===== src/hw/rtl/bytebeat_sample_stream_macros.svh =====
// Assertion macros shared by the bytebeat sample stream RTL.
`ifndef BYTEBEAT_SAMPLE_STREAM_MACROS_SVH
`define BYTEBEAT_SAMPLE_STREAM_MACROS_SVH

// Check on every clock edge outside reset.
`define BBSS_ASSERT(lbl, prop, msg) \
  lbl: assert property (@(posedge clk_i) disable iff (!rst_ni) (prop)) else $error(msg);

// Check on every clock edge, reset included.
`define BBSS_ASSERT_ALWAYS(lbl, prop, msg) \
  lbl: assert property (@(posedge clk_i) (prop)) else $error(msg);

`endif


===== src/hw/rtl/bbss_pkg.sv =====
// Types, constants and helper functions of the bytebeat sample stream.
`default_nettype none

package bbss_pkg;

  localparam int unsigned MAX_BURST_DEF = 64;
  localparam int unsigned CNT_W         = 13;  // holds a burst count up to 8191
  localparam int unsigned CMD_DEPTH_DEF = 2;
  localparam int unsigned RES_DEPTH     = 2;

  localparam logic [31:0] END_RESET  = 32'd1300000;
  localparam logic [11:0] DIV_A_NUM  = 12'd3000;
  localparam logic [21:0] DIV_B      = 22'd40000;
  localparam logic [31:0] RECIP3     = 32'hAAAAAAAB;  // ceil(2^33 / 3)
  localparam logic [14:0] RECIP40K   = 15'd26843;     // floor(2^30 / 40000)
  localparam logic [7:0]  TERM_A     = 8'd35;

  typedef enum logic [1:0] {
    OP_READ     = 2'd0,
    OP_SEEK_ABS = 2'd1,
    OP_SEEK_REL = 2'd2,
    OP_SEEK_END = 2'd3
  } op_e;

  typedef enum logic [2:0] {
    BS_IDLE,
    BS_MUL,
    BS_DIV3,
    BS_XY,
    BS_Q40,
    BS_FIX,
    BS_OUT
  } bst_e;

  typedef struct packed {
    op_e              op;
    logic [CNT_W-1:0] cnt;
    logic [31:0]      offset;
  } cmd_t;

  typedef struct packed {
    logic [7:0]  sample;
    logic        last;
    logic        ended;
    logic        status;
    logic [31:0] position;
    logic [31:0] remaining;
  } res_t;

  // Multiplier digit picked by bits 17:16 of the position.
  function automatic logic [3:0] digit_of(input logic [1:0] sel);
    logic [3:0] d;
    case (sel)
      2'd0:    d = 4'd6;
      2'd1:    d = 4'd6;
      2'd2:    d = 4'd8;
      default: d = 4'd9;
    endcase
    return d;
  endfunction

endpackage

`default_nettype wire


===== src/hw/rtl/bbss_fifo.sv =====
// Small register queue used for requests and for results.
`default_nettype none

module bbss_fifo #(
  parameter int unsigned Width = 8,
  parameter int unsigned Depth = 2
) (
  input  wire logic             clk_i,
  input  wire logic             rst_ni,
  input  wire logic             push_i,
  input  wire logic [Width-1:0] data_i,
  output logic                  full_o,
  input  wire logic             pop_i,
  output logic      [Width-1:0] data_o,
  output logic                  empty_o
);

  localparam int unsigned PtrW = (Depth > 1) ? $clog2(Depth) : 1;
  localparam int unsigned CntW = $clog2(Depth + 1);

  logic [Width-1:0] mem_q [Depth];
  logic [PtrW-1:0]  wr_q, wr_d, rd_q, rd_d;
  logic [CntW-1:0]  cnt_q, cnt_d;
  logic             do_push, do_pop;

  assign full_o  = (cnt_q == CntW'(Depth));
  assign empty_o = (cnt_q == '0);
  assign data_o  = mem_q[rd_q];
  assign do_push = push_i && !full_o;
  assign do_pop  = pop_i && !empty_o;

  always_comb begin
    wr_d  = wr_q;
    rd_d  = rd_q;
    cnt_d = cnt_q;
    if (do_push) begin
      wr_d = (wr_q == PtrW'(Depth - 1)) ? '0 : wr_q + PtrW'(1);
    end
    if (do_pop) begin
      rd_d = (rd_q == PtrW'(Depth - 1)) ? '0 : rd_q + PtrW'(1);
    end
    if (do_push && !do_pop) begin
      cnt_d = cnt_q + CntW'(1);
    end else if (do_pop && !do_push) begin
      cnt_d = cnt_q - CntW'(1);
    end
  end

  always_ff @(posedge clk_i or negedge rst_ni) begin
    if (!rst_ni) begin
      wr_q  <= '0;
      rd_q  <= '0;
      cnt_q <= '0;
    end else begin
      wr_q  <= wr_d;
      rd_q  <= rd_d;
      cnt_q <= cnt_d;
    end
  end

  always_ff @(posedge clk_i) begin
    if (do_push) begin
      mem_q[wr_q] <= data_i;
    end
  end

endmodule

`default_nettype wire


===== src/hw/rtl/bbss_front.sv =====
// Request front end: decodes the opcode and clamps the burst length.
`default_nettype none

module bbss_front
  import bbss_pkg::*;
#(
  parameter int unsigned MaxBurst = MAX_BURST_DEF
) (
  input  wire logic        push_i,
  output logic             full_o,
  input  wire logic [1:0]  op_i,
  input  wire logic [6:0]  byte_count_i,
  input  wire logic [31:0] offset_i,
  input  wire logic        q_full_i,
  output logic             q_push_o,
  output cmd_t             cmd_o
);

  always_comb begin
    cmd_o.op     = op_e'(op_i);
    cmd_o.offset = offset_i;
    if (32'(byte_count_i) > 32'(MaxBurst)) begin
      cmd_o.cnt = CNT_W'(MaxBurst);
    end else begin
      cmd_o.cnt = CNT_W'(byte_count_i);
    end
  end

  assign full_o   = q_full_i;
  assign q_push_o = push_i && !q_full_i;

endmodule

`default_nettype wire


===== src/hw/rtl/bbss_div.sv =====
// Iterative 3000 / y divider, four quotient bits a cycle; keeps the quotient LSB.
`default_nettype none

module bbss_div
  import bbss_pkg::*;
(
  input  wire logic        clk_i,
  input  wire logic        rst_ni,
  input  wire logic        start_i,
  input  wire logic [13:0] y_i,
  output logic             qlsb_o
);

  logic        busy_q, busy_d;
  logic [1:0]  step_q, step_d;
  logic [13:0] rem_q, rem_d;
  logic [11:0] num_q, num_d;
  logic [13:0] y_q;
  logic        lsb_q, lsb_d;

  always_comb begin
    logic [14:0] tmp;
    logic        qb;
    busy_d = busy_q;
    step_d = step_q;
    rem_d  = rem_q;
    num_d  = num_q;
    lsb_d  = lsb_q;
    tmp    = '0;
    qb     = 1'b0;
    if (start_i) begin
      busy_d = 1'b1;
      step_d = 2'd0;
      rem_d  = '0;
      num_d  = DIV_A_NUM;
    end else if (busy_q) begin
      for (int k = 0; k < 4; k++) begin
        tmp = {rem_d, num_d[11]};
        num_d = {num_d[10:0], 1'b0};
        if (tmp >= {1'b0, y_q}) begin
          rem_d = 14'(tmp - {1'b0, y_q});
          qb    = 1'b1;
        end else begin
          rem_d = tmp[13:0];
          qb    = 1'b0;
        end
      end
      step_d = step_q + 2'd1;
      if (step_q == 2'd2) begin
        busy_d = 1'b0;
        lsb_d  = qb;
      end
    end
  end

  always_ff @(posedge clk_i or negedge rst_ni) begin
    if (!rst_ni) begin
      busy_q <= 1'b0;
      step_q <= '0;
    end else begin
      busy_q <= busy_d;
      step_q <= step_d;
    end
  end

  always_ff @(posedge clk_i) begin
    rem_q <= rem_d;
    num_q <= num_d;
    lsb_q <= lsb_d;
    if (start_i) begin
      y_q <= y_i;
    end
  end

  assign qlsb_o = lsb_q;

endmodule

`default_nettype wire


===== src/hw/rtl/bbss_back.sv =====
// Request back end: position register, seeks and the per-sample formula sequencer.
`default_nettype none

module bbss_back
  import bbss_pkg::*;
(
  input  wire logic        clk_i,
  input  wire logic        rst_ni,
  input  wire logic        cfg_we_i,
  input  wire logic [31:0] cfg_data_i,
  input  wire logic        cmd_empty_i,
  input  wire cmd_t        cmd_i,
  output logic             cmd_pop_o,
  input  wire logic        res_full_i,
  output logic             res_push_o,
  output res_t             res_o
);

  bst_e             state_q, state_d;
  logic [31:0]      pos_q, pos_d;
  logic [31:0]      end_q;
  logic [CNT_W-1:0] cnt_q, cnt_d;
  res_t             res_q, res_d;
  logic [31:0]      mul_q, mul_d;
  logic [6:0]       x_q, x_d;
  logic [20:0]      p_q, p_d;
  logic [5:0]       q0_q, q0_d;
  logic             div_start, div_lsb;
  logic [13:0]      y;

  assign y = pos_q[13:0];

  bbss_div u_div (
    .clk_i  (clk_i),
    .rst_ni (rst_ni),
    .start_i(div_start),
    .y_i    (y),
    .qlsb_o (div_lsb)
  );

  always_comb begin
    logic [60:0] prod3;
    logic [35:0] prod40;
    logic [21:0] lim;
    logic        bump;
    logic [5:0]  b;
    logic [5:0]  c;
    logic [7:0]  a;
    state_d    = state_q;
    pos_d      = pos_q;
    cnt_d      = cnt_q;
    res_d      = res_q;
    mul_d      = mul_q;
    x_d        = x_q;
    p_d        = p_q;
    q0_d       = q0_q;
    cmd_pop_o  = 1'b0;
    res_push_o = 1'b0;
    div_start  = 1'b0;
    res_o      = res_q;
    prod3      = '0;
    prod40     = '0;
    lim        = '0;
    bump       = 1'b0;
    b          = '0;
    c          = '0;
    a          = '0;
    res_o.remaining = (res_q.position < end_q) ? end_q - res_q.position : 32'd0;

    unique case (state_q)
      BS_IDLE: begin
        if (!cmd_empty_i) begin
          cmd_pop_o       = 1'b1;
          res_d.sample    = '0;
          res_d.last      = 1'b1;
          res_d.ended     = 1'b0;
          res_d.status    = 1'b0;
          res_d.position  = pos_q;
          res_d.remaining = '0;
          state_d         = BS_OUT;
          unique case (cmd_i.op)
            OP_READ: begin
              if (pos_q > end_q) begin
                res_d.ended = 1'b1;
              end else if (cmd_i.cnt == '0) begin
                // drop a read of zero samples: no result, position held
                state_d = BS_IDLE;
              end else begin
                cnt_d   = cmd_i.cnt;
                state_d = BS_MUL;
              end
            end
            OP_SEEK_ABS: res_d.position = cmd_i.offset;
            OP_SEEK_REL: res_d.position = pos_q + cmd_i.offset;
            OP_SEEK_END: res_d.status = 1'b1;
            default: ;
          endcase
        end
      end
      BS_MUL: begin
        mul_d     = pos_q * 32'(digit_of(pos_q[17:16]));
        div_start = 1'b1;
        state_d   = BS_DIV3;
      end
      BS_DIV3: begin
        // divide by 24: drop the low three bits, then multiply by the reciprocal of 3
        prod3   = 61'(mul_q[31:3]) * 61'(RECIP3);
        x_d     = prod3[39:33];
        state_d = BS_XY;
      end
      BS_XY: begin
        p_d     = 21'(x_q) * 21'(y);
        state_d = BS_Q40;
      end
      BS_Q40: begin
        prod40  = 36'(p_q) * 36'(RECIP40K);
        q0_d    = prod40[35:30];
        state_d = BS_FIX;
      end
      BS_FIX: begin
        // reciprocal estimate is low by at most one
        lim  = 22'(q0_q) * DIV_B + DIV_B;
        bump = ({1'b0, p_q} >= lim);
        b    = q0_q + 6'(bump);
        c    = (pos_q[13:8] ^ pos_q[15:10]) | pos_q[19:14] | x_q[5:0];
        a    = ((y != 14'd0) && div_lsb) ? TERM_A : 8'd0;
        res_d.sample   = a + 8'(b) + 8'(c);
        res_d.last     = (cnt_q == CNT_W'(1));
        res_d.ended    = 1'b0;
        res_d.status   = 1'b0;
        res_d.position = pos_q + 32'd1;
        state_d        = BS_OUT;
      end
      BS_OUT: begin
        if (!res_full_i) begin
          res_push_o = 1'b1;
          pos_d      = res_q.position;
          if (res_q.last) begin
            state_d = BS_IDLE;
          end else begin
            cnt_d   = cnt_q - CNT_W'(1);
            state_d = BS_MUL;
          end
        end
      end
      default: state_d = BS_IDLE;
    endcase
  end

  always_ff @(posedge clk_i or negedge rst_ni) begin
    if (!rst_ni) begin
      state_q <= BS_IDLE;
      pos_q   <= '0;
      end_q   <= END_RESET;
      cnt_q   <= '0;
    end else begin
      state_q <= state_d;
      pos_q   <= pos_d;
      cnt_q   <= cnt_d;
      if (cfg_we_i) begin
        end_q <= cfg_data_i;
      end
    end
  end

  always_ff @(posedge clk_i) begin
    res_q <= res_d;
    mul_q <= mul_d;
    x_q   <= x_d;
    p_q   <= p_d;
    q0_q  <= q0_d;
  end

endmodule

`default_nettype wire


===== src/hw/rtl/bytebeat_sample_stream.sv =====
// Bytebeat sample stream: seek/read requests in, one result per sample, per seek or per ended read out.
// Path: a seek's result is registered in the back end and then pushed into the result queue; each
// sample of a read passes the states MUL, DIV3, XY, Q40, FIX and OUT before it is pushed.
// Flow: the back end takes the next request only once the last is done, and OUT waits while the result
// queue is full; the six-step sample sequencer runs the multiply chain and the 3000/y divider.
// Reset: asynchronous, position 0, end position 1300000, both queues empty.
`default_nettype none

`include "bytebeat_sample_stream_macros.svh"

module bytebeat_sample_stream
  import bbss_pkg::*;
#(
  parameter int unsigned MaxBurst = MAX_BURST_DEF,
  parameter int unsigned CmdDepth = CMD_DEPTH_DEF
) (
  input  wire logic        clk_i,
  input  wire logic        rst_ni,
  input  wire logic        push,
  output logic             full,
  input  wire logic [1:0]  op_i,
  input  wire logic [6:0]  byte_count_i,
  input  wire logic [31:0] offset_i,
  output logic             empty,
  input  wire logic        pop,
  output logic [7:0]       sample_o,
  output logic             last_o,
  output logic             ended_o,
  output logic             status_o,
  output logic [31:0]      position_o,
  output logic [31:0]      remaining_o,
  input  wire logic        cfg_valid_i,
  output logic             cfg_ready_o,
  input  wire logic [31:0] cfg_data_i
);

  cmd_t cmd_in, cmd_out;
  res_t res_in, res_out;
  logic q_push, q_full, q_empty, q_pop;
  logic res_push, res_full;
  logic ended_ok, status_ok;

  bbss_front #(
    .MaxBurst(MaxBurst)
  ) u_front (
    .push_i      (push),
    .full_o      (full),
    .op_i        (op_i),
    .byte_count_i(byte_count_i),
    .offset_i    (offset_i),
    .q_full_i    (q_full),
    .q_push_o    (q_push),
    .cmd_o       (cmd_in)
  );

  bbss_fifo #(
    .Width($bits(cmd_t)),
    .Depth(CmdDepth)
  ) u_cmd_q (
    .clk_i  (clk_i),
    .rst_ni (rst_ni),
    .push_i (q_push),
    .data_i (cmd_in),
    .full_o (q_full),
    .pop_i  (q_pop),
    .data_o (cmd_out),
    .empty_o(q_empty)
  );

  assign cfg_ready_o = 1'b1;

  bbss_back u_back (
    .clk_i      (clk_i),
    .rst_ni     (rst_ni),
    .cfg_we_i   (cfg_valid_i && cfg_ready_o),
    .cfg_data_i (cfg_data_i),
    .cmd_empty_i(q_empty),
    .cmd_i      (cmd_out),
    .cmd_pop_o  (q_pop),
    .res_full_i (res_full),
    .res_push_o (res_push),
    .res_o      (res_in)
  );

  bbss_fifo #(
    .Width($bits(res_t)),
    .Depth(RES_DEPTH)
  ) u_res_q (
    .clk_i  (clk_i),
    .rst_ni (rst_ni),
    .push_i (res_push),
    .data_i (res_in),
    .full_o (res_full),
    .pop_i  (pop),
    .data_o (res_out),
    .empty_o(empty)
  );

  assign sample_o    = res_out.sample;
  assign last_o      = res_out.last;
  assign ended_o     = res_out.ended;
  assign status_o    = res_out.status;
  assign position_o  = res_out.position;
  assign remaining_o = res_out.remaining;

  assign ended_ok  = res_in.last && (res_in.sample == 8'd0) && (res_in.remaining == 32'd0);
  assign status_ok = res_in.last && !res_in.ended && (res_in.sample == 8'd0);

  `BBSS_ASSERT(a_no_push_when_full, res_push |-> !res_full, "result pushed into a full queue")
  `BBSS_ASSERT(a_ended_shape, (res_push && res_in.ended) |-> ended_ok, "ended result malformed")
  `BBSS_ASSERT(a_status_shape, (res_push && res_in.status) |-> status_ok, "bad error status")
  `BBSS_ASSERT_ALWAYS(a_reset_empty, !rst_ni |=> empty, "result queue not empty after reset")

endmodule

`default_nettype wire


===== config.mk =====
export PLATFORM = sky130hd
export DESIGN_NAME = bytebeat_sample_stream
export DESIGN_NICKNAME = d
export VERILOG_FILES = /design/src/hw/rtl/bbss_pkg.sv /design/src/hw/rtl/bbss_fifo.sv /design/src/hw/rtl/bbss_front.sv /design/src/hw/rtl/bbss_div.sv /design/src/hw/rtl/bbss_back.sv /design/src/hw/rtl/bytebeat_sample_stream.sv
export VERILOG_INCLUDE_DIRS = /design/src /design/src/hw/rtl
export SDC_FILE = /design/constraint.sdc
export NUM_CORES = 2
export LEC_CHECK = 0
export BUFFER_PORTS_ARGS = -buffer_cell sky130_fd_sc_hd__buf_4
export CAP_MARGIN = 0
export CORE_ASPECT_RATIO = 2
export CORE_UTILIZATION = 50
export DETAILED_ROUTE_END_ITERATION = 7
export GPL_TIMING_DRIVEN = 0
export PLACE_DENSITY = 0.68
export SLEW_MARGIN = 15
export SYNTH_ARGS = -nofsm -noshare
export SYNTH_HDL_FRONTEND = slang
export SYNTH_SLANG_ARGS = --single-unit

===== constraint.sdc =====
create_clock -name clk_i -period 11.86 [get_ports clk_i]
set_input_delay 2.372 -clock clk_i [delete_from_list [all_inputs] [get_ports clk_i]]
set_output_delay 2.372 -clock clk_i [all_outputs]
set_load 0.1 [all_outputs]

==> flow_metrics.env <==
export IMPL_outcome="complete, no violations"
export IMPL_clock_root_buffer="clkbuf_16"
export IMPL_drive_gt1_share_pct=9.90
export IMPL_insertion_delay_ns=0.60
export IMPL_crit_type="reg2reg"
export IMPL_synth_top_family_by_area="adder cells"
export IMPL_hold_viol_final=0
export IMPL_syn_inst=4292
export IMPL_syn_avg_cell_area_um2=10.5
export IMPL_first_pass_iters=5
export IMPL_synthFlopType="edfxtp_1"
export IMPL_ys_types=88
export IMPL_arrival_ns=11.72
export IMPL_gr_total_overflow=0
export IMPL_start_util_pct=50.5
export IMPL_htree_levels=2
export IMPL_design_area_mm2=0.0491
export IMPL_cts_made_buffers=39
export IMPL_dp_hpwl_mm=100
export IMPL_clk_pin_slew_ns=0.07
export IMPL_end_kind="register"
export IMPL_synth_simple_area_share_pct=9.31
export IMPL_finClkSkew_ns=0.0327
export IMPL_die_w_um=214
export IMPL_num_vias=32500
export IMPL_cp_start_kind="register"
export IMPL_cap_viol_max_count=0
export IMPL_drt_iter0_drc=1784
export IMPL_cpMostUsedCell="a21oi_1"
export IMPL_crit_path_max_fanout=10
export IMPL_cts_buffer_depth=3
export IMPL_syn_to_final_growth_pct=9.37
export IMPL_die_area_mm2=0.0911
export IMPL_grt_antenna_before_repair=2
export IMPL_nFillCells=7739
export IMPL_synth_edf_count=353
export IMPL_grt_max_degree=92
export IMPL_ant_nets=0
export IMPL_setup_viol=0
export IMPL_async_flop_share_pct=19.7
export IMPL_wl_mm=121
export IMPL_synth_compound_area_share_pct=10.7
export IMPL_drc=0
export IMPL_nets=5591
export IMPL_fin_crit_sh_pct=95.0
export IMPL_yosys_area_top_type_share_pct=23.6
export IMPL_track_usage_pct=27.1
export IMPL_slew_headroom_pct=16.7
export IMPL_layout_min_cycle_time_ns=11.27
export IMPL_wl_per_cell_um=21.2
export IMPL_max_freq_mhz=88.7
export IMPL_place_area_mm2=0.0478
export IMPL_io_pins=156
export IMPL_place_congestion=1.04
export IMPL_port_buffers=153
export IMPL_syn_area_mm2=0.0449
export IMPL_routed_via_density=5.68
export IMPL_yosysWarnings=0
export IMPL_worst_pin_slew_ns=1.25
export IMPL_synth_seq_cells=461
export IMPL_synth_largest_area_cell="edfxtp_1"
export IMPL_synth_fa_ha_area_share_pct=34.9
export IMPL_synthMuxAreaShare_pct=4.57
export IMPL_finalCoreUtilization_pct=55.2
export IMPL_worstHoldPathType="reg2reg"
export IMPL_maxSlewViolCount=0
export IMPL_num_rows=155
export IMPL_yosys_top_cells_area="edfxtp_1 (24%), fa_1 (18%), ha_1 (17%), inv_1 (5.8%), dfrtp_1 (4.6%)"
export IMPL_cts_tree="done"
export IMPL_die_h_um=426
export IMPL_synth_xor_area_share_pct=4.03
export IMPL_grt_pass1_wl_mm=189
export IMPL_core_mm2=0.0890
export IMPL_slowest_stage="a221o_1"
export IMPL_slowest_delay_ns=0.44
export IMPL_critical_path_required_ns=12.30
export IMPL_seq_area_frac_synth_pct=29.4
export IMPL_clock_sinks=461
export IMPL_grt_pass1_vias=34400
through the flow:
stage | setup TNS, ns | setup slack, ns | std cells | hold WS [ns]
6_report | 0 | 0.588 | 5715 | 0.452
3_3_place_gp | 0 | 0.0249 | 5623 | 0.424
2_1_floorplan | 0 | 2.57 | 4293 | 0.421
4_1_cts | 0 | 0.106 | 5710 | 0.451
5_1_grt | -0.268 | -0.0568 | 5714 | 0.462
3_5_place_dp | -0.162 | -0.0438 | 5638 | 0.434
placed cells by master (no fill, tap or decap), drive strengths merged, types with 17 or more instances in the layout:
master  instances
edfxtp        353
nand4          36
a21o          103
or3            22
inv           700
xor2           61
xnor2         146
dfxtp          17
dfrtp          82
a211oi         30
a21oi         198
a31oi          24
nor3           64
fa            409
and3           55
mux2          154
a221oi         33
o21bai         29
nand2         248
clkbuf        167
o21ai         151
buf           188
and2           47
nand2b         46
nor2b          50
o21a           30
nor2          208
ha            598
mux2i          31
nand3          53
layout make-up:
type,instances,area [µm²],share of cell area (%)
well taps,1177,1470,3.00
clock buffers,45,1030,2.10
flip-flops and latches,461,13200,26.9
multi-input cells,2999,28600,58.2
clock inverters,27,235,0.479
plain buffers,138,553,1.13
diodes,1,2.50,0.00509
repair buffers,172,1400,2.86
inverters,695,2620,5.32
logic make-up after synthesis:
| kind of cell | after synthesis |
|---|---|
| AO/OA/AOI/OAI | 729 |
| XOR/XNOR | 207 |
| buffers and inverters | 833 |
| adder cells (fa/ha/maj) | 1007 |
| flip-flops | 461 |
| other | 2 |
| AND/OR/NAND/NOR | 868 |
| multiplexers | 185 |
path summary, 6_finish.rpt:
| check | startpoint | to | slack [ns] | cells past startpoint |
|---|---|---|---|---|
| hold / removal | u_back.u_div.num_q[5] | u_back.u_div.num_q[5] | 0.45 | 1 |
| max in group asynchronous | rst_ni | u_back.end_q[8] | 9.23 | 1 |
| hold reg to reg | u_back.u_div.num_q[5] | u_back.u_div.num_q[5] | 0.45 | 1 |
| min in group asynchronous | rst_ni | u_back.cnt_q[11] | 1.79 | 1 |
| setup / recovery | u_back.u_div.y_q[9] | u_back.u_div.rem_q[12] | 0.59 | 47 |
| setup reg to reg | u_back.u_div.y_q[9] | u_back.u_div.rem_q[12] | 0.59 | 47 |
flip-flops by register name, indices dropped and copies added, names as in the netlist, 2 cells and up:
| signal | cells |
|---|---|
| u_back.cnt_q | 13 |
| u_back.end_q | 32 |
| u_back.mul_q | 29 |
| u_back.p_q | 21 |
| u_back.pos_q | 32 |
| u_back.q0_q | 6 |
| u_back.res_o | 43 |
| u_back.state_q | 3 |
| u_back.u_div.num_q | 3 |
| u_back.u_div.rem_q | 14 |
| u_back.u_div.step_q | 2 |
| u_back.u_div.y_q | 14 |
| u_back.x_q | 7 |
| u_cmd_q.cnt_q | 2 |
| u_cmd_q.mem_q | 82 |
| u_res_q.cnt_q | 2 |
| u_res_q.mem_q | 150 |
critical path, delay by kind of cell, from the launching register on:
family	cells	cell delay [ns]
simple gates	7	1.50
fa+ha+maj	4	1.38
buf+inv	7	1.45
flops	1	0.36
compound gates	26	5.64
mux	3	0.76
layer usage:
metal	global-route usage (%)	vias up	routed length, µm	share of wire, %
met5	0	-	13	0.011
met4	20.4	2	10700	8.8
met3	2.92	415	4770	3.9
met2	52.0	922	65500	54
met1	26.3	16100	40400	33
li1	-	15100	-	-
Yosys cell counts, drive strengths merged, types with 53 or more instances:
master and count:
inv 695, ha 598, fa 409, edfxtp 353, nand2 248, nor2 208, a21oi 198, mux2 154
o21ai 151, xnor2 146, clkbuf 122, a21o 103, dfrtp 82, nor3 64, xor2 61, and3 55
nand3 53
timing repair:
action / CTS / global route
hold buffers: 0 / 0
hold endpoints to repair: 0 / 0
buffers inserted: 0 / 4
endpoints found under the setup margin: 7 / 15
resized for setup: 1 / 7
Power is left out: the tool's default activity adds up to more than one toggle a clock period on the data nets, which glitch-free logic cannot reach.
